**config.mk**
```make
export PLATFORM = sky130hd
export DESIGN_NAME = ofbe_ctrl
export DESIGN_NICKNAME = d
export VERILOG_FILES = /design/src/design/ofbe_pkg.sv /design/src/design/ofbe_ctrl.sv
export SDC_FILE = /design/constraint.sdc
export NUM_CORES = 1
export LEC_CHECK = 0
export BUFFER_PORTS_ARGS = -buffer_cell sky130_fd_sc_hd__buf_2
export CORE_AREA = 2 2 39 41
export DETAILED_ROUTE_END_ITERATION = 10
export DIE_AREA = 0 0 41 43
export GPL_ROUTABILITY_DRIVEN = 0
export GPL_TIMING_DRIVEN = 0
export SLEW_MARGIN = 25
export SYNTH_ARGS = -nofsm -noshare
export SYNTH_HDL_FRONTEND = slang
export SYNTH_SLANG_ARGS = --single-unit
```
**constraint.sdc**
```tcl
create_clock -name clk -period 1.1 [get_ports clk]
set_clock_uncertainty 0.05 [all_clocks]
set_input_delay 0.055 -clock clk [delete_from_list [all_inputs] [get_ports clk]]
set_output_delay 0.055 -clock clk [all_outputs]
set_load 0.01 [all_outputs]
```
**src/design/ofbe_pkg.sv**
```systemverilog
// shared types and constants for the oldest-first budget eviction unit
`default_nettype none

package ofbe_pkg;

  localparam int AGE_W     = 63;
  localparam int IN_SIZE_W = 40;
  localparam int TOTAL_W   = 46;
  localparam int BUDGET_W  = 48;
  localparam int VIDX_W    = 6;
  // wide enough for a 46-bit total plus a size of up to 48 bits
  localparam int CALC_W    = 49;

  localparam logic [CALC_W-1:0] TOTAL_MAX = CALC_W'((64'd1 << TOTAL_W) - 64'd1);

  typedef enum logic [1:0] {
    ST_LOAD,
    ST_CHECK,
    ST_SCAN,
    ST_EMIT
  } state_t;

  // sequencer commands to the datapath
  typedef struct packed {
    logic in_ready;
    logic emit_none;
    logic emit_victim;
    logic scan_start;
    logic scan_first;
    logic clear;
  } ofbe_ctl_t;

  // datapath status back to the sequencer
  typedef struct packed {
    logic in_fire;
    logic in_last;
    logic over_budget;
    logic scan_done;
    logic out_free;
    logic more;
  } ofbe_sts_t;

endpackage

`default_nettype wire

```
**src/design/ofbe_ctrl.sv**
```systemverilog
// sequencer: load, budget check, scan passes and result hand-off
`default_nettype none

module ofbe_ctrl import ofbe_pkg::*; (
  input  wire logic      clk,
  input  wire logic      rst_n,
  input  wire ofbe_sts_t sts,
  output ofbe_ctl_t      ctl
);

  state_t state_r, state_nxt;

  always_comb begin
    state_nxt = state_r;
    case (state_r)
      ST_LOAD: begin
        if (sts.in_fire && sts.in_last) begin
          state_nxt = ST_CHECK;
        end
      end
      ST_CHECK: begin
        if (sts.over_budget) begin
          state_nxt = ST_SCAN;
        end else if (sts.out_free) begin
          state_nxt = ST_LOAD;
        end
      end
      ST_SCAN: begin
        if (sts.scan_done) begin
          state_nxt = ST_EMIT;
        end
      end
      ST_EMIT: begin
        if (sts.out_free) begin
          state_nxt = sts.more ? ST_SCAN : ST_LOAD;
        end
      end
      default: state_nxt = ST_LOAD;
    endcase
  end

  always_comb begin
    ctl = '0;
    case (state_r)
      ST_LOAD: begin
        ctl.in_ready = 1'b1;
      end
      ST_CHECK: begin
        if (sts.over_budget) begin
          ctl.scan_start = 1'b1;
          ctl.scan_first = 1'b1;
        end else if (sts.out_free) begin
          ctl.emit_none = 1'b1;
          ctl.clear     = 1'b1;
        end
      end
      ST_EMIT: begin
        if (sts.out_free) begin
          ctl.emit_victim = 1'b1;
          ctl.scan_start  = sts.more;
          ctl.clear       = !sts.more;
        end
      end
      default: ctl = '0;
    endcase
  end

  always_ff @(posedge clk) begin
    if (!rst_n) begin
      state_r <= ST_LOAD;
    end else begin
      state_r <= state_nxt;
    end
  end

endmodule

`default_nettype wire

```
==> results.cfg <==
[logic_synthesis]
synth_top_family_by_area = simple AND/OR/NAND/NOR gates
synth_seq_cells = 2
synthMuxAreaShare_pct = 0
ys_warn_count = 0
synth_fa_ha_area_share_pct = 0
synth_compound_area_share_pct = 33.3
netlist_instances = 20
synth.distinct_cells = 18
synth-simple-area-share_pct = 34.8
synthesis.nets = 28
yosysSeqAreaShare_pct = 23.2
syn-cell-area_sq_um = 173
syn_avg_cell_area_sq_um = 8.63
synth_xor_area_share_pct = 0

[hold_path]
hold_end = state_r[1]$_SDFFE_PN0P_
hold_path.class = input port to flip-flop
worstHoldPathCells = 2
worstHoldStart = rst_n

[clocking]
cts_buffer_depth = 2
htree_levels = 1
clk_root_buffer_cell = clkbuf_4
numClockSinks = 2
clk_pin_slew_worst_paths_ps = 30
clk_latency_ps = 220
postCtsHoldBufs = 0
cts_inserted_buffers = 3
cts_tree = yes

[global_route]
grt_usage_pct = 7.21
antenna_found_initial = 0
grt_max_degree = 9
grt_pass1_vias = 210
grt_pass1_wl_um = 772
grt-ovfl-total = 0

[layout]
drive_above_1_share_pct = 76.3
largestRegisters = state_r: 2 flops
syn2layout_area_growth_pct = 81.2
layout.nets = 48
largest_reg_flops = 2
n_fill_cell = 167
final_common_cell = buf_2
antennaDiodeCount = 0
final_cell_area_sq_um = 313
regMostFlops = state_r
final_cell_mix = 12 x buf_2, 3 x clkbuf_4, 3 x buf_4

[detailed_routing]
wl_um = 466
vias = 213
drtAntennaViolNets = 0
wl_per_cell_um = 8.63
vias_per_cell = 3.94
post-route-drc-count = 0
drt_iter0_markers = 2
drt_first_pass_iters = 2

[sta]
hold_viol = 0
setup_viol = 1
fmax_ghz = 0.886
tightest_slew_ps = 152
setup_ws_ps = -28.1
period_needed_ps = 1130
relSlewSlack_pct = 89.8
drv_slew = 0
rsz0062_at_grt = true
post-route-period-util_pct = 103

[setup_path]
worstPathRequired_ps = 1000
reg2reg_setup_slack_ps = 100
arrival_ps = 1020
crit_fanout = 8
max_stage_delay_ps = 350
critPathSlowestCell = dfxtp_4
r2r_start = state_r[1]$_SDFFE_PN0P_
path_cells = nand2b_4 > and3b_2 > buf_6
worstSetupStartpointType = flip-flop
critPathCaptureType = primary output
crit_type = flip-flop to primary output
reg2reg_to = state_r[1]$_SDFFE_PN0P_
rr_worst_depth = 3

[placement]
post-dp-hpwl_um = 363
portBuffers = 13
dpl-instance-area_sq_um = 258

[floorplan]
num_rows = 14
io_pins = 14
die_h_um = 43
core_sq_um = 1380
dieArea_sq_um = 1760
start_util_pct = 12.5
die_w_um = 41

[outcome]
run_status = complete, but fails checks
violations = setup timing

[power_and_ir_drop]
p_leak_nw = 0.155
ir_worst_vdd_uv = 223
finalPower_mw = 0.337
power_density_nw_per_um2 = 1080

[job]
maxCapViolCount = 0
[worst max-delay path by stage]
stage | start | end | slack [ps]
2_1_floorplan | state_r[1]$_SDFFE_PN0P_ | state_r[1]$_SDFFE_PN0P_ | 160
3_3_place_gp | state_r[1]$_SDFFE_PN0P_ | ctl[0] | 100
3_5_place_dp | state_r[1]$_SDFFE_PN0P_ | ctl[0] | 80
4_1_cts | state_r[1]$_SDFFE_PN0P_ | ctl[0] | -40
5_1_grt | state_r[1]$_SDFFE_PN0P_ | ctl[0] | -80
6_report | state_r[1]$_SDFFE_PN0P_ | ctl[0] | -30
[stage by stage]
step | worst slack [ps] | hold WS (ps) | TNS (ps) | utilization (%) | instances
6_report | -28.1 | 21.9 | -28.1 | 22.6 | 54
5_1_grt | -78.8 | 12.0 | -187 | 22.6 | 54
4_1_cts | -43.7 | 15.3 | -43.7 | 22.1 | 53
3_5_place_dp | 79.8 | 264 | 0 | 18.6 | 49
3_3_place_gp | 95.8 | 267 | 0 | 18.6 | 49
2_1_floorplan | 161 | 111 | 0 | - | 20
[worst max-delay path, delay by kind of cell, from the launching register on]
family,cells,cell delay (ps)
buf+inv,1,110
flops,1,350
simple gates,2,330
[synthesized netlist by cell type]
| master | n | area, sq um |
|---|---|---|
| and3b_1 | 1 | 8.76 |
| dfxtp_1 | 2 | 40.0 |
| buf_6 | 1 | 11.3 |
| nand3_1 | 1 | 5.00 |
| inv_2 | 1 | 3.75 |
| a21oi_1 | 1 | 5.00 |
| o311a_1 | 1 | 10.0 |
| nor3_1 | 1 | 5.00 |
| nand2_1 | 1 | 3.75 |
| a21bo_2 | 1 | 10.0 |
| nor2_1 | 2 | 7.51 |
| a211oi_2 | 1 | 12.5 |
| nand2b_1 | 1 | 6.26 |
| nand3b_1 | 1 | 7.51 |
| and3b_2 | 1 | 10.0 |
| nand2_2 | 1 | 6.26 |
| a21o_2 | 1 | 8.76 |
| a21boi_2 | 1 | 11.3 |
[report_power, final]
part           switching [mW]  internal (mW)  total [mW]  leakage (nW)
sequential             0.0105         0.0790      0.0896        0.0178
clock                  0.0387          0.120       0.159        0.0138
combinational          0.0366         0.0515      0.0882         0.123
total                  0.0859          0.251       0.337         0.155
[final cells by class]
cell class	count	area [sq um]	share of cell area (%)
Clock buffer	3	22.5	7.20
Inverter	1	3.75	1.20
Multi-Input combinational cell	16	125	40.0
Sequential cell	2	47.5	15.2
Tap cell	16	20.0	6.40
Timing Repair Buffer	16	93.8	30.0
[layer usage]
layer	routed length [um]	share of wire, %	global-route usage (%)
met3	49	11	6.28
met5	0	0	0
met1	174	37	5.10
met4	0	0	6.00
met2	241	52	10.9
[what timing repair did]
item / 4_1_cts / 5_1_grt
resized for setup: 6 / 0
pin swaps: 1 / 0
endpoints found under the setup margin: 5 / 5
setup buffers: 2 / 1
[logic make-up (layout without fill, tap and decap cells)]
kind of cell / count (synthesis) / in the layout
AO/OA/AOI/OAI: 6 / 6
buffers and inverters: 2 / 20
flip-flops: 2 / 2
AND/OR/NAND/NOR: 10 / 10
(Power assumes the default switching activity.)
