**src/design/ofbe_ram.sv**
```systemverilog
// generic single-write, single-read ram with registered read data
`default_nettype none

module ofbe_ram #(
  parameter int WIDTH = 8,
  parameter int DEPTH = 64
) (
  input  wire logic                     clk,
  input  wire logic                     wr_en,
  input  wire logic [$clog2(DEPTH)-1:0] wr_addr,
  input  wire logic [WIDTH-1:0]         wr_data,
  input  wire logic                     rd_en,
  input  wire logic [$clog2(DEPTH)-1:0] rd_addr,
  output logic      [WIDTH-1:0]         rd_data
);

  logic [WIDTH-1:0] mem [DEPTH];

  always_ff @(posedge clk) begin
    if (wr_en) begin
      mem[wr_addr] <= wr_data;
    end
    if (rd_en) begin
      rd_data <= mem[rd_addr];
    end
  end

endmodule

`default_nettype wire

```
**config.mk**
```make
export PLATFORM = sky130hd
export DESIGN_NAME = ofbe_ram
export DESIGN_NICKNAME = d
export VERILOG_FILES = /design/src/design/ofbe_ram.sv
export SDC_FILE = /design/constraint.sdc
export NUM_CORES = 1
export LEC_CHECK = 0
export ABC_AREA = 1
export BUFFER_PORTS_ARGS = -buffer_cell sky130_fd_sc_hd__buf_2
export CAP_MARGIN = 20
export CORE_MARGIN = 2
export CORE_UTILIZATION = 47
export DETAILED_ROUTE_END_ITERATION = 8
export PLACE_DENSITY = 0.73
export SLEW_MARGIN = 25
export SYNTH_ARGS = -nofsm -noshare
export SYNTH_HDL_FRONTEND = slang
export SYNTH_SLANG_ARGS = --single-unit
```
**constraint.sdc**
```tcl
create_clock -name clk -period 4.35 [get_ports clk]
set_input_delay 1.0875 -clock clk [delete_from_list [all_inputs] [get_ports clk]]
set_output_delay 1.0875 -clock clk [all_outputs]
set_load 0.01 [all_outputs]
```
==> flow_metrics.env, run 1 <==
export IMPL_final_util=0.521
export IMPL_tritoncts="built"
export IMPL_die_area_sq_mm=0.0473
export IMPL_syn_inst=1805
export IMPL_cp_arrival_ns=3.38
export IMPL_die_w_microns=217
export IMPL_area_growth_pct=9.92
export IMPL_hold_viol_final=0
export IMPL_core_area_sq_mm=0.0452
export IMPL_worstMarginPinSlew_ns=1.01
export IMPL_hold_class="primary input to flop"
export IMPL_yosysTopAreaCell="edfxtp_1"
export IMPL_p_leak_nw=8.43
export IMPL_drc=0
export IMPL_cts_sinks=520
export IMPL_skew_ns=0.0229
export IMPL_final_common_cell="nand2_1"
export IMPL_die_h_microns=217
export IMPL_grt_pass1_wl_mm=78.6
export IMPL_cts_clk_slew_worst_paths_ns=0.06
export IMPL_grt_max_degree=162
export IMPL_syn_nets=1828
export IMPL_routed_via_density=5.65
export IMPL_crit_path_max_fanout=84
export IMPL_cts_made_buffers=51
export IMPL_crit_required_ns=4.69
export IMPL_row_count=78
export IMPL_initial_utilization=0.474
export IMPL_hold_buffers=0
export IMPL_post_cts_resized=0
export IMPL_antenna_found_initial=4
export IMPL_rsz0062_at_grt="false"
export IMPL_htreeDepth=2
export IMPL_yosysTopAreaCellShare=0.729
export IMPL_startpoint_type="primary input"
export IMPL_drt_antenna_violating_nets=0
export IMPL_wirelength_mm=51.6
export IMPL_ff_latch_area_sq_mm=0.0156
export IMPL_setup_viol=0
export IMPL_fill_cells=3740
export IMPL_synth_area_top_cells="edfxtp_1 (73%), nand2_1 (11%), nand3_1 (10%)"
export IMPL_finalCriticalPeriod_ns=3.03
export IMPL_path_class="primary input to flop"
export IMPL_drtIter0Drc=1732
export IMPL_num_vias=14000
export IMPL_drive_gt1_frac=0.0825
export IMPL_postCtsSetupBuffers=0
export IMPL_grt_overflow_total=0
export IMPL_max_slew_margin=0.329
export IMPL_routedWlPerCell_microns=20.9
export IMPL_cts_root_buf="clkbuf_16"
export IMPL_setup_ws_ns=1.32
export IMPL_powerDensity_mw_per_mm2=440
export IMPL_gp_congestion=0.897
export IMPL_clock_latency_ns=0.60
export IMPL_slew_violations=0
export IMPL_drt_pre_antenna_iters=6
export IMPL_port_buffers=30
export IMPL_grtUsageTotal=0.219
export IMPL_grt_pass1_vias=13500
export IMPL_maxClockFrequency_mhz=330
export IMPL_fin_nets=1851
export IMPL_peakVddDrop_mv=0.323
export IMPL_synth_area_sq_mm=0.0214
export IMPL_place_hpwl_mm=30.5
export IMPL_finalSetupTns_ns=0
export IMPL_period_share=0.698
export IMPL_ys_seq_area_frac=0.729
export IMPL_place_ws_ns=0.830
export IMPL_ys_types=15
export IMPL_outcome="finished, final reports clean"
export IMPL_synth_seq_cells=520
export IMPL_io_pins=31
export IMPL_postSynthAreaPerCell_sq_um=11.9
export IMPL_clockBufferDepth=3
export IMPL_maxCapViolations=0
export IMPL_critPathCaptureType="flop"
export IMPL_multi_input_area_sq_mm=0.00495
export IMPL_yosys_warnings=0
export IMPL_mostFrequentLayoutCells="nand2_1 (648), edfxtp_1 (520), nand3_1 (439)"
==> worst max-delay path, stage by stage <==
cell     delay, ns
buf_4         0.46
buf_4         0.88
nand3_1       0.15
nand3_1       0.13
nand2_1       0.08
nand2_1       0.06
nand3_1       0.17
nand3_1       0.22
nand2_1       0.08
==> synth_stat cells, drive strengths merged <==
master    n
buf      98
clkbuf   15
edfxtp  520
inv      12
nand2   648
nand3   439
nand4     9
nor2     56
nor4      8
==> report_power, final <==
part	total [W]	leakage, nW	internal (W)	switching, W
clock network	0.00415	0.749	0.00234	0.00181
registers	0.00557	4.69	0.00556	0.0000142
logic	0.000636	2.99	0.000157	0.000480
total	0.0104	8.43	0.00805	0.00230
==> routing by layer <==
metal,wire length [microns],vias to the layer above,GRT usage
li1,-,6405,-
met1,20400,6679,0.293
met2,24000,719,0.345
met3,5220,139,0.0524
met4,1970,8,0.0929
met5,52,-,0
==> sequential cells by signal, summed over array words and instances (netlist names) <==
register / count
mem: 512
rd_data: 8
==> worst paths after layout <==
check             slack, ns  cells after the start         end       start
setup / recovery       1.32                      9  rd_data[7]  rd_addr[1]
hold / removal         0.86                      1  rd_data[4]       rd_en
setup reg to reg       2.76                      8  rd_data[2]  mem[31][2]
hold reg to reg        0.92                      8  rd_data[3]  mem[60][3]
==> logic make-up after synthesis <==
kind of cell	count (synthesis)	share of synthesized area
and+or+nand+nor	1160	0.231
DFF	520	0.729
buffers and inverters	125	0.0401
==> stage by stage <==
step	total power (W)	hold slack, ns	instance area [sq um]	std cells
after detailed placement	0.00630	0.891	22000	2374
after CTS	0.0104	0.836	23500	2466
after floorplan	0.00607	0.797	21400	1805
after global routing	0.0106	0.859	23500	2467
final	0.0104	0.862	23500	2468
after global placement	0.00629	0.896	22000	2374
==> area by class of cell <==
class                   count  area share
repair buffers             83      0.0270
flip-flops and latches    520       0.663
clock inverters            25     0.00872
well taps                 600      0.0319
inverters                  12     0.00223
clock buffers              67      0.0568
multi-input cells        1160       0.210
diodes                      1    0.000106
(Power assumes the default switching activity.)
==> run 2, diff against run 1 <==
--- a/config.mk
+++ b/config.mk
@@ -5,7 +5,7 @@
 export SDC_FILE = /design/constraint.sdc
 export NUM_CORES = 1
 export LEC_CHECK = 0
-export ABC_AREA = 1
+export ABC_AREA = 0
 export BUFFER_PORTS_ARGS = -buffer_cell sky130_fd_sc_hd__buf_2
 export CAP_MARGIN = 20
 export CORE_MARGIN = 2
==> constraint.sdc (replaced) <==
create_clock -name clk -period 3 [get_ports clk]
set_input_delay 0.75 -clock clk [delete_from_list [all_inputs] [get_ports clk]]
set_output_delay 0.75 -clock clk [all_outputs]
set_load 0.01 [all_outputs]
==> run 2 against run 1 <==
Via count decreased by 29%; register-to-register slack got worse by 2.0 ns; cell count decreased by 33%; combinational power increased by 22%; total power increased by 45%; area after synthesis decreased by 5.5%; global-route usage decreased by 1.5 points; final area decreased by 0.88%; critical path type unchanged; clock skew decreased by 0.0037 ns; sequential power increased by 45%.
==> flow_metrics.env, run 2 <==
export IMPL_max_slew_margin=0.446
export IMPL_routedWlPerCell_microns=26.5
export IMPL_grt_overflow_total=0
export IMPL_ys_seq_area_frac=0.771
export IMPL_initial_utilization=0.473
export IMPL_setup_ws_ns=0.456
export IMPL_p_leak_nw=7.47
export IMPL_maxCapViolations=0
export IMPL_path_class="primary input to flop"
export IMPL_clockBufferDepth=3
export IMPL_fin_nets=1100
export IMPL_peakVddDrop_mv=0.328
export IMPL_gp_congestion=0.851
export IMPL_placed_cells_incl_taps=1573
export IMPL_die_area_sq_mm=0.0448
export IMPL_ys_flop_type="edfxtp_1"
export IMPL_grt_pass1_vias=10200
export IMPL_skew_ns=0.0193
export IMPL_crit_path_max_fanout=11
export IMPL_whs_ns=0.576
export IMPL_yosysTopAreaCellShare=0.771
export IMPL_cts_made_buffers=48
export IMPL_ys_types=39
export IMPL_place_hpwl_mm=28.0
export IMPL_synth_area_top_cells="edfxtp_1 (77%), mux4_2 (14%), nor2_1 (1.5%)"
export IMPL_io_pins=31
export IMPL_synth_mux_area_frac=0.159
export IMPL_yosys_warnings=0
export IMPL_routed_via_density=5.97
export IMPL_critPathCaptureType="flop"
export IMPL_cts_sinks=520
export IMPL_max_flop_register="mem"
export IMPL_synth_edff_count=520
export IMPL_drt_antenna_violating_nets=0
export IMPL_rsz0062_at_grt="false"
export IMPL_pwr_share_comb=0.052
export IMPL_largestRegisters="mem x512, rd_data x8"
export IMPL_hold_buffers=0
export IMPL_powerDensity_mw_per_mm2=642
export IMPL_synthTopCellsByCount="edfxtp_1 (520), mux4_2 (126), nor2_1 (83)"
export IMPL_antenna_found_initial=3
export IMPL_syn_inst=940
export IMPL_yosysMostFrequentCell="edfxtp_1"
export IMPL_drive_gt1_frac=0.314
export IMPL_port_buffers=30
export IMPL_final_common_cell="edfxtp_1"
export IMPL_maxClockFrequency_mhz=393
export IMPL_yosysTopAreaCell="edfxtp_1"
export IMPL_num_vias=9913
export IMPL_fin_cells=1661
export IMPL_pwr_share_seq=0.539
export IMPL_grtUsageTotal=0.204
export IMPL_drt_pre_antenna_iters=5
export IMPL_slew_violations=0
export IMPL_total_switching_power_w=0.00303
export IMPL_place_ws_ns=-0.0965
export IMPL_hold_class="primary input to flop"
export IMPL_postCtsSetupBuffers=0
export IMPL_final_area_sq_mm=0.0233
export IMPL_drc=0
export IMPL_row_count=76
export IMPL_cp_arrival_ns=2.85
export IMPL_worstMarginPinSlew_ns=0.831
export IMPL_synth_seq_cells=520
export IMPL_cts_root_buf="clkbuf_16"
export IMPL_setup_viol=0
export IMPL_synthXorXnorAreaFrac=0
export IMPL_grt_pass1_wl_mm=65.7
export IMPL_cts_clk_slew_worst_paths_ns=0.07
export IMPL_period_share=0.848
export IMPL_dpl_cell_area_sq_mm=0.0218
export IMPL_clock_latency_ns=0.57
export IMPL_crit_required_ns=3.31
export IMPL_power_share_clock=0.409
export IMPL_tritoncts="built"
export IMPL_p_int_w=0.0120
export IMPL_hold_viol_final=0
export IMPL_synth_compound_area_share=0.0206
export IMPL_finalCriticalPeriod_ns=2.54
export IMPL_synthAdderAreaFrac=0
export IMPL_core_area_sq_mm=0.0428
export IMPL_synth_area_sq_mm=0.0202
export IMPL_largest_reg_flops=512
export IMPL_postSynthAreaPerCell_sq_um=21.5
export IMPL_die_w_microns=212
export IMPL_sw_frac_of_total=0.202
export IMPL_wirelength_mm=44.0
export IMPL_die_h_microns=212
export IMPL_syn_nets=963
export IMPL_area_growth_pct=15.3
export IMPL_synthArstFlopShare=0
export IMPL_grt_max_degree=65
export IMPL_outcome="finished, final reports clean"
export IMPL_synth_simple_area_share=0.0337
export IMPL_htreeDepth=2
export IMPL_drtIter0Drc=1143
export IMPL_finalSetupTns_ns=0
export IMPL_mostFrequentLayoutCells="edfxtp_1 (520), mux4_2 (126), buf_4 (97)"
export IMPL_post_cts_resized=0
export IMPL_startpoint_type="primary input"
export IMPL_synth_top_family_by_area="multiplexers"
run 2: logic make-up (layout without fill, tap and decap cells):
logic type / count (synthesis) / after routing
DFF: 520 / 520
muxes: 162 / 162
and+or+nand+nor: 153 / 153
AOI/OAI and AO/OA: 54 / 54
buffers and inverters: 51 / 224
other: 0 / 2
run 2: stage by stage:
step	power, W	utilization
after floorplan	0.00866	-
after global placement	0.00899	0.508
after global routing	0.0154	0.545
final	0.0150	0.545
after detailed placement	0.00901	0.508
after CTS	0.0151	0.545
run 2: worst paths after layout:
kind,end,from,slack [ns],cells past startpoint
min reg2reg,rd_data[6],mem[31][6],0.92,3
min,rd_data[3],rd_en,0.58,1
max,rd_data[4],rd_addr[0],0.46,7
max reg2reg,rd_data[2],mem[47][2],0.72,4
run 2: power by group through the flow:
| stage | combinational [W] | clock, W | sequential (W) |
|---|---|---|---|
| 5_1_grt | 0.000822 | 0.00650 | 0.00808 |
| 2_1_floorplan | 0.000429 | 0 | 0.00823 |
| 3_5_place_dp | 0.000777 | 0 | 0.00824 |
| 3_3_place_gp | 0.000759 | 0 | 0.00823 |
| 4_1_cts | 0.000779 | 0.00624 | 0.00808 |
| 6_report | 0.000774 | 0.00614 | 0.00808 |
run 2: metal layers:
metal,routed length (microns),share of wire,vias to the layer above,GRT usage
li1,-,-,4208,-
met1,18000,0.41,5179,0.285
met2,21200,0.48,439,0.322
met3,3290,0.075,87,0.0372
met4,1450,0.033,0,0.0784
met5,0,0,-,0
run 2: cell type report:
class	instances	area, sq um
Tap cell	546	683
Antenna cell	2	5.00
Fill cell	3134	19500
Timing Repair Buffer	138	1140
Clock inverter	28	322
Clock buffer	58	1260
Multi-Input combinational cell	369	4320
Sequential cell	520	15600
run 2: critical path, cell delays in order:
cell	delay (ns)
clkbuf_8	0.21
buf_4	0.29
mux4_2	0.54
mux2_2	0.27
o221a_2	0.27
nor3_1	0.37
o32ai_1	0.15
