**src/design/ofbe_pkg.sv**
```systemverilog
// shared types and constants for the oldest-first budget eviction unit
`default_nettype none

package ofbe_pkg;

  localparam int AGE_W     = 63;
  localparam int IN_SIZE_W = 40;
  localparam int TOTAL_W   = 46;
  localparam int BUDGET_W  = 48;
  localparam int VIDX_W    = 6;
  // wide enough for a 46-bit total plus a size of up to 48 bits
  localparam int CALC_W    = 49;

  localparam logic [CALC_W-1:0] TOTAL_MAX = CALC_W'((64'd1 << TOTAL_W) - 64'd1);

  typedef enum logic [1:0] {
    ST_LOAD,
    ST_CHECK,
    ST_SCAN,
    ST_EMIT
  } state_t;

  // sequencer commands to the datapath
  typedef struct packed {
    logic in_ready;
    logic emit_none;
    logic emit_victim;
    logic scan_start;
    logic scan_first;
    logic clear;
  } ofbe_ctl_t;

  // datapath status back to the sequencer
  typedef struct packed {
    logic in_fire;
    logic in_last;
    logic over_budget;
    logic scan_done;
    logic out_free;
    logic more;
  } ofbe_sts_t;

endpackage

`default_nettype wire

```
**src/design/ofbe_scan.sv**
```systemverilog
// one pass over the entry table: finds the oldest entry not yet evicted
`default_nettype none

module ofbe_scan import ofbe_pkg::*; #(
  parameter int MAX_ENTRIES = 64,
  parameter int SIZE_BITS   = 40
) (
  input  wire logic                             clk,
  input  wire logic                             rst_n,
  input  wire logic                             start,
  input  wire logic                             first,
  input  wire logic [$clog2(MAX_ENTRIES):0]     count,
  output logic                                  rd_en,
  output logic      [$clog2(MAX_ENTRIES)-1:0]   rd_addr,
  input  wire logic [AGE_W+SIZE_BITS-1:0]       rd_data,
  output logic                                  done,
  output logic      [$clog2(MAX_ENTRIES)-1:0]   best_idx,
  output logic      [SIZE_BITS-1:0]             best_size
);

  localparam int IDX_W = $clog2(MAX_ENTRIES);
  localparam int CNT_W = IDX_W + 1;

  logic             active_r, active_nxt;
  logic [CNT_W-1:0] iss_r, iss_nxt;
  logic             pend_r, pend_nxt;
  logic [IDX_W-1:0] pidx_r, pidx_nxt;
  logic             found_r, found_nxt;
  logic [AGE_W-1:0] best_age_r, best_age_nxt;
  logic [IDX_W-1:0] best_idx_r, best_idx_nxt;
  logic [SIZE_BITS-1:0] best_size_r, best_size_nxt;
  logic             have_prev_r, have_prev_nxt;
  logic [AGE_W-1:0] prev_age_r, prev_age_nxt;
  logic [IDX_W-1:0] prev_idx_r, prev_idx_nxt;

  logic [AGE_W-1:0]     cand_age;
  logic [SIZE_BITS-1:0] cand_size;
  logic                 cand_ok;
  logic                 take;
  logic                 last_rd;

  assign cand_age  = rd_data[AGE_W+SIZE_BITS-1:SIZE_BITS];
  assign cand_size = rd_data[SIZE_BITS-1:0];

  assign rd_en   = active_r && (iss_r < count);
  assign rd_addr = iss_r[IDX_W-1:0];

  // candidate must come strictly after the previous victim in (age, load order)
  assign cand_ok = !have_prev_r || (cand_age > prev_age_r) ||
                   ((cand_age == prev_age_r) && (pidx_r > prev_idx_r));
  // ascending index order makes a strict age compare keep load order on ties
  assign take    = pend_r && cand_ok && (!found_r || (cand_age < best_age_r));
  assign last_rd = pend_r && ({1'b0, pidx_r} == (count - CNT_W'(1)));

  assign done      = last_rd;
  assign best_idx  = best_idx_r;
  assign best_size = best_size_r;

  always_comb begin
    active_nxt    = active_r;
    iss_nxt       = iss_r;
    pend_nxt      = rd_en;
    pidx_nxt      = iss_r[IDX_W-1:0];
    found_nxt     = found_r;
    best_age_nxt  = best_age_r;
    best_idx_nxt  = best_idx_r;
    best_size_nxt = best_size_r;
    have_prev_nxt = have_prev_r;
    prev_age_nxt  = prev_age_r;
    prev_idx_nxt  = prev_idx_r;
    if (rd_en) begin
      iss_nxt = iss_r + CNT_W'(1);
    end
    if (take) begin
      found_nxt     = 1'b1;
      best_age_nxt  = cand_age;
      best_idx_nxt  = pidx_r;
      best_size_nxt = cand_size;
    end
    if (last_rd) begin
      active_nxt = 1'b0;
    end
    if (start) begin
      active_nxt    = 1'b1;
      iss_nxt       = '0;
      pend_nxt      = 1'b0;
      found_nxt     = 1'b0;
      have_prev_nxt = !first;
      // last victim becomes the lower bound for the next pass
      prev_age_nxt  = best_age_r;
      prev_idx_nxt  = best_idx_r;
    end
  end

  always_ff @(posedge clk) begin
    if (!rst_n) begin
      active_r    <= 1'b0;
      pend_r      <= 1'b0;
      found_r     <= 1'b0;
      have_prev_r <= 1'b0;
      iss_r       <= '0;
    end else begin
      active_r    <= active_nxt;
      pend_r      <= pend_nxt;
      found_r     <= found_nxt;
      have_prev_r <= have_prev_nxt;
      iss_r       <= iss_nxt;
    end
    pidx_r      <= pidx_nxt;
    best_age_r  <= best_age_nxt;
    best_idx_r  <= best_idx_nxt;
    best_size_r <= best_size_nxt;
    prev_age_r  <= prev_age_nxt;
    prev_idx_r  <= prev_idx_nxt;
  end

endmodule

`default_nettype wire

```
**config.mk**
```make
export PLATFORM = sky130hd
export DESIGN_NAME = ofbe_scan
export DESIGN_NICKNAME = d
export VERILOG_FILES = /design/src/design/ofbe_pkg.sv /design/src/design/ofbe_scan.sv
export SDC_FILE = /design/constraint.sdc
export NUM_CORES = 1
export LEC_CHECK = 0
export ABC_AREA = 1
export BUFFER_PORTS_ARGS = -buffer_cell sky130_fd_sc_hd__buf_2
export CAP_MARGIN = 10
export CORE_UTILIZATION = 61
export CTS_CLUSTER_SIZE = 14
export DETAILED_ROUTE_END_ITERATION = 6
export PLACE_DENSITY = 0.89
export SLEW_MARGIN = 20
export SYNTH_ARGS = -nofsm -noshare
export SYNTH_HDL_FRONTEND = slang
export SYNTH_SLANG_ARGS = --single-unit
```
**constraint.sdc**
```tcl
create_clock -name clk -period 19.24 [get_ports clk]
set_input_delay 3.848 -clock clk [delete_from_list [all_inputs] [get_ports clk]]
set_output_delay 3.848 -clock clk [all_outputs]
set_load 0.01 [all_outputs]
```
==> results of run 1 <==
## critical path: stages
cell and delay, ps:
buf_2 130, inv_1 50, ha_1 300, a21oi_1 150, nand2_1 60, nand4_1 90, nand3_2 160, inv_2 140
buf_2 140
## registers in the layout, indices dropped and copies added (netlist names), 6 cells and up
register / flops
best_age_r: 63
best_idx: 6
best_size: 40
iss_r: 7
pidx_r: 6
prev_age_r: 63
prev_idx_r: 6
## routing by layer
| layer | share of wire [%] | wire length, um | up-vias |
|---|---|---|---|
| li1 | - | - | 3299 |
| met1 | 43 | 7770 | 3035 |
| met2 | 51 | 9340 | 136 |
| met3 | 4.0 | 733 | 29 |
| met4 | 1.9 | 350 | 0 |
| met5 | 0 | 0 | - |
## kinds of logic after synthesis
group           Yosys count
compound gates          104
xor+xnor                  8
fa+ha+maj               139
buf+inv                 195
flops                   195
simple gates            228
## cells in the final DEF (no fill, tap or decap), types with 3 or more instances in the layout
| cell | instances |
|---|---|
| a21o_1 | 3 |
| a21oi_1 | 68 |
| buf_2 | 167 |
| buf_4 | 3 |
| bufinv_16 | 3 |
| clkbuf_16 | 17 |
| clkinv_2 | 6 |
| clkinvlp_4 | 3 |
| dfxtp_1 | 17 |
| edfxtp_1 | 178 |
| ha_1 | 139 |
| inv_1 | 185 |
| inv_2 | 4 |
| nand2_1 | 143 |
| nand2_2 | 3 |
| nand3_1 | 10 |
| nand4_1 | 15 |
| nor2_1 | 31 |
| nor2_2 | 5 |
| nor2_4 | 3 |
| nor3_1 | 7 |
| nor3b_1 | 4 |
| o211ai_1 | 3 |
| o21a_1 | 3 |
| o21ai_0 | 20 |
| xnor2_1 | 7 |
## stage by stage
step | instance area (um2) | cells | power [uW] | worst slack (ps)
2_1_floorplan | 9820 | 869 | 536 | 8450
3_3_place_gp | 10900 | 1249 | 566 | 10360
3_5_place_dp | 10900 | 1249 | 571 | 10340
4_1_cts | 11500 | 1281 | 925 | 10310
5_1_grt | 11500 | 1283 | 954 | 10230
6_report | 11500 | 1283 | 918 | 10330
## final cells by class
class                           count  share of cell area (%)
Multi-Input combinational cell    479                    29.5
Antenna cell                        2                  0.0435
Timing Repair Buffer              170                    7.46
Inverter                          189                    6.16
Tap cell                          216                    2.35
Clock inverter                     14                    1.39
Clock buffer                       18                    3.73
Sequential cell                   195                    49.4
## power by group through the flow
| stage | clock [uW] | sequential, uW | combinational, uW |
|---|---|---|---|
| final | 356 | 479 | 83.5 |
| after floorplan | 0 | 490 | 45.8 |
| after detailed placement | 0 | 488 | 82.7 |
| after CTS | 361 | 479 | 84.3 |
| after global routing | 378 | 480 | 95.9 |
| after global placement | 0 | 488 | 78.0 |
## final timing paths
kind                        endpoint  slack, ps  depth (start not counted)
min reg2reg        pidx_r[4]$_DFF_P_        440                          0
max reg2reg  best_age_r[2]$_DFFE_PP_      15410                         12
min                pidx_r[4]$_DFF_P_        440                          0
max                            rd_en      10330                          9
==> impl_metrics.ini, run 1 <==
[synth]
ys_types = 32
synthArstFlopShare_pct = 0
synthTopCellsByCount = inv_1, edfxtp_1, nand2_1
ys_seq_area_share_pct = 57.9
synth-xor-area-share_pct = 0.713
synth-seq-cells = 195
synth_compound_area_share_pct = 5.67
syn_avg_cell_area_um2 = 11.3
synthMostInstantiatedCell = inv_1
synth_top_family_by_area = adder cells
synthAdderAreaFrac_pct = 17.7
syn_nets = 1122
netlist_area_um2 = 9820
synth-edff-count = 178
synth_top_area_cell = edfxtp_1
synth_warnings = 0
yosys.area_share.simple_pct = 10.4
yosys_most_used_dff = edfxtp_1
synthCells = 869
netlist.area_leader.share_pct = 54.4
synthMuxAreaShare_pct = 0
synthTopCellsByArea = edfxtp_1, ha_1, inv_1, nand2_1, a21oi_1

[power_and_ir_drop]
p_sw_uw = 206
p_comb_share_pct = 9.1
powerDensity_nw_per_um2 = 79.8
ir_drop_uv = 61.4
pwr-share-seq_pct = 52.2
switching_share_pct = 22.4
intPower_uw = 712
power_frac_clock_pct = 38.7
p_leak_uw = 0.00552

[finish]
seqCellArea_um2 = 5690
drive_above_1_share_pct = 20.8
multi_input_area_um2 = 3390
syn2layout_area_growth_pct = 17.2
layout.nets = 1305
fillers = 1104
final_util_pct = 72.7

[clock_tree]
cts_buffer_depth = 2
clockRootBuffer = clkbuf_16
cts.sinks = 195
cts_resized = 0
clk_pin_slew_worst_paths_ps = 70
cts_tree = done
cts_hold_buf = 0
post_cts_buffers = 0
ctsHtreeMaxLevel = 4
clk_latency_ps = 430
cts_buffers = 17

[timing]
max_freq_mhz = 112
finalHoldViolCount = 0
slew_headroom_pct = 35.3
setup_tns_ps = 0
tightest_slew_ps = 971
finClkSkew_ps = 8.49
finalSetupViolCount = 0
drv_slew = 0
period_needed_ps = 8910
rsz0062_at_grt = false
fin_crit_sh_pct = 46.3
hold_ws_ps = 435

[global_routing]
grt_use_met3_pct = 5.16
use_met1_pct = 27.0
antenna_found_initial = 2
grt-ovfl-total = 0
grt_pass1_wl_um = 29000
use_met2_pct = 41.5
grt.total_usage_pct = 23.1
grt_pass1_vias = 6526
grt_max_degree = 73
grt.busiest_layer = met2

[floorplan]
chipWidth_um = 129
start_util_pct = 62.1
die_height_um = 129
ioPinCount = 168
rows = 46
core_um2 = 15800
dieArea_um2 = 16600

[setup_path]
worstSetupPathType = in -> out
crit_start = count[2]
required_ps = 15390
arrival_ps = 5060
endpoint_kind = output port
critPathLaunchType = input pin
crit_path_max_fanout = 8
timing.rr.start = best_age_r[50]$_DFFE_PP_

[routing]
drtPass1Iterations = 4
drtIter0Drc = 314
wl_per_cell_um = 14.2
wirelength_um = 18200
num_vias = 6499
drcViolationCount = 0
routed_via_density = 5.07
ant_nets = 0

[placed_design]
hpwl_um = 13500
gp_congestion = 0.801
numPortBuffers = 167

[outcome]
outcome = complete, no violations

[worst_hold_path]
hp-start = iss_r[4]$_SDFFE_PP0P_
min_path_type = reg -> reg

[run]
cap_violations = 0
Note: power is estimated with default switching activity, not from simulation.
==> inputs of run 2 (changes only) <==
--- a/config.mk
+++ b/config.mk
@@ -8,10 +8,10 @@
 export ABC_AREA = 1
 export BUFFER_PORTS_ARGS = -buffer_cell sky130_fd_sc_hd__buf_2
 export CAP_MARGIN = 10
-export CORE_UTILIZATION = 61
+export CORE_UTILIZATION = 57
 export CTS_CLUSTER_SIZE = 14
 export DETAILED_ROUTE_END_ITERATION = 6
-export PLACE_DENSITY = 0.89
+export PLACE_DENSITY = 0.84
 export SLEW_MARGIN = 20
 export SYNTH_ARGS = -nofsm -noshare
 export SYNTH_HDL_FRONTEND = slang
==> constraint.sdc (replaced) <==
create_clock -name clk -period 9.3 [get_ports clk]
set_input_delay 1.86 -clock clk [delete_from_list [all_inputs] [get_ports clk]]
set_output_delay 1.86 -clock clk [all_outputs]
set_load 0.01 [all_outputs]
==> impl_metrics.ini, run 2 (synthesized netlist as in run 1, its figures left out) <==
[floorplan]
ioPinCount = 168
dieArea_um2 = 17800
rows = 47
core_um2 = 16700
die_height_um = 133
start_util_pct = 58.8
chipWidth_um = 133

[power_and_ir_drop]
ir_drop_uv = 182
pwr-share-seq_pct = 53.5
p_sw_uw = 449
switching_share_pct = 24.3
p_leak_uw = 0.00551
powerDensity_nw_per_um2 = 161
power_frac_clock_pct = 37.2
p_comb_share_pct = 9.3
intPower_uw = 1400

[routing]
num_vias = 6487
dr.max_layer_used = met5
routed_via_density = 5.05
drcViolationCount = 0
drtPass1Iterations = 4
drtIter0Drc = 314
wl_per_cell_um = 14.2
ant_nets = 0
wirelength_um = 18300
wl_met2_um = 9090
route.layer.met1.wl_um = 8010
met3_length_um = 824

[clock_tree]
cts_hold_buf = 0
cts_resized = 0
clk_latency_ps = 430
clk_pin_slew_worst_paths_ps = 70
cts_tree = done
cts.sinks = 195
cts_buffers = 17
post_cts_buffers = 0
ctsHtreeMaxLevel = 4
cts_buffer_depth = 2
clockRootBuffer = clkbuf_16

[finish]
multi_input_area_um2 = 3390
final_util_pct = 68.8
layout_commonest_cell = inv_1
seqCellArea_um2 = 5690
syn2layout_area_growth_pct = 17.0
antenna-diode-count = 0
drive_above_1_share_pct = 20.8
final_cell_mix = inv_1, edfxtp_1, buf_2
fillers = 1217
layout.nets = 1305

[setup_path]
critPathLaunchType = input pin
arrival_ps = 3130
crit_path_max_fanout = 5
critPathMaxStageDelay_ps = 220
critical_path.top_delay_family = simple AND/OR/NAND/NOR gates
path_buf_inv = 3
required_ps = 7440
worstSetupPathType = in -> out
slowest_stage = ha_1
endpoint_kind = output port
cp_cell_sequence = buf_2 -> inv_2 -> ha_1 -> xnor2_1 -> xnor2_1 -> nor3_1 -> nand3_1 -> nor2_1 -> buf_2

[global_routing]
antenna_found_initial = 2
grt_max_degree = 76
grt_pass1_wl_um = 30100
grt.total_usage_pct = 21.9
grt_pass1_vias = 6537
grt-ovfl-total = 0

[timing]
setup_tns_ps = 0
finClkSkew_ps = 13.2
tightest_slew_ps = 993
fin_crit_sh_pct = 53.7
max_freq_mhz = 200
period_needed_ps = 4990
finalSetupViolCount = 0
slew_headroom_pct = 33.8
drv_slew = 0
finalHoldViolCount = 0
rsz0062_at_grt = false

[placed_design]
numPortBuffers = 167
gp_congestion = 0.866
hpwl_um = 13600

[worst_hold_path]
min_path_type = reg -> reg

[outcome]
outcome = complete, no violations

[run]
cap_violations = 0
run 2: changes by cell type in the layout (fill, tap and decap cells not counted), sizes merged:
cell	change
inv	+5
bufinv	-3
diode	-2
clkinv	-2
clkinvlp	+1
clkbuf	-1
run 2: routing by layer:
layer	vias up	GRT usage, %
met1	2997	27.4
li1	3302	-
met2	152	37.4
met5	-	0
met3	34	5.44
met4	2	7.01
run 2: path summary, 6_finish.rpt:
check,startpoint,to,slack [ps],cells past startpoint
worst min register to register,iss_r[1]$_SDFFE_PP0P_,pidx_r[1]$_DFF_P_,430,0
worst max register to register,best_age_r[6]$_DFFE_PP_,best_size[5]$_DFFE_PP_,5870,12
worst max-delay path,count[0],done,4310,9
worst min-delay path,iss_r[1]$_SDFFE_PP0P_,pidx_r[1]$_DFF_P_,430,0
run 2: final cells by class:
cell class                 instances  share of cell area, %
sequential                       195                   49.5
timing repair buffer             170                   7.64
multi-input combinational        479                   29.5
clock inverter                    15                   1.07
clock buffer                      17                   3.70
inverter                         189                   6.17
tap                              220                   2.40
run 2: power groups by stage:
| stage | registers [uW] | clock network, uW | logic, uW |
|---|---|---|---|
| 4_1_cts | 991 | 701 | 174 |
| 5_1_grt | 993 | 734 | 199 |
| 6_report | 991 | 688 | 172 |
| 3_3_place_gp | 1010 | 0 | 164 |
| 2_1_floorplan | 1010 | 0 | 94.7 |
| 3_5_place_dp | 1010 | 0 | 171 |
run 2: stage by stage:
stage                     instances  hold slack (ps)  area [um2]  setup WS [ps]  power, uW
final                          1285              429       11500           4310       1850
after global routing           1285              447       11500           4210       1930
after CTS                      1284              429       11500           4230       1870
after detailed placement       1252              416       10900           3760       1180
after global placement         1252              414       10900           3870       1170
after floorplan                 869              383        9820            499       1110
run 2: worst reg2reg max path, cell delays in order, from the launching register on:
cell and delay (ps):
edfxtp_1 390, inv_1 70, ha_1 250, a21oi_1 160, o21ai_0 100, o21ai_0 190, nand2_1 100, nand2_1 70
o211ai_1 130, nand2_1 90, nand2_1 80, a21oi_4 510, buf_4 840
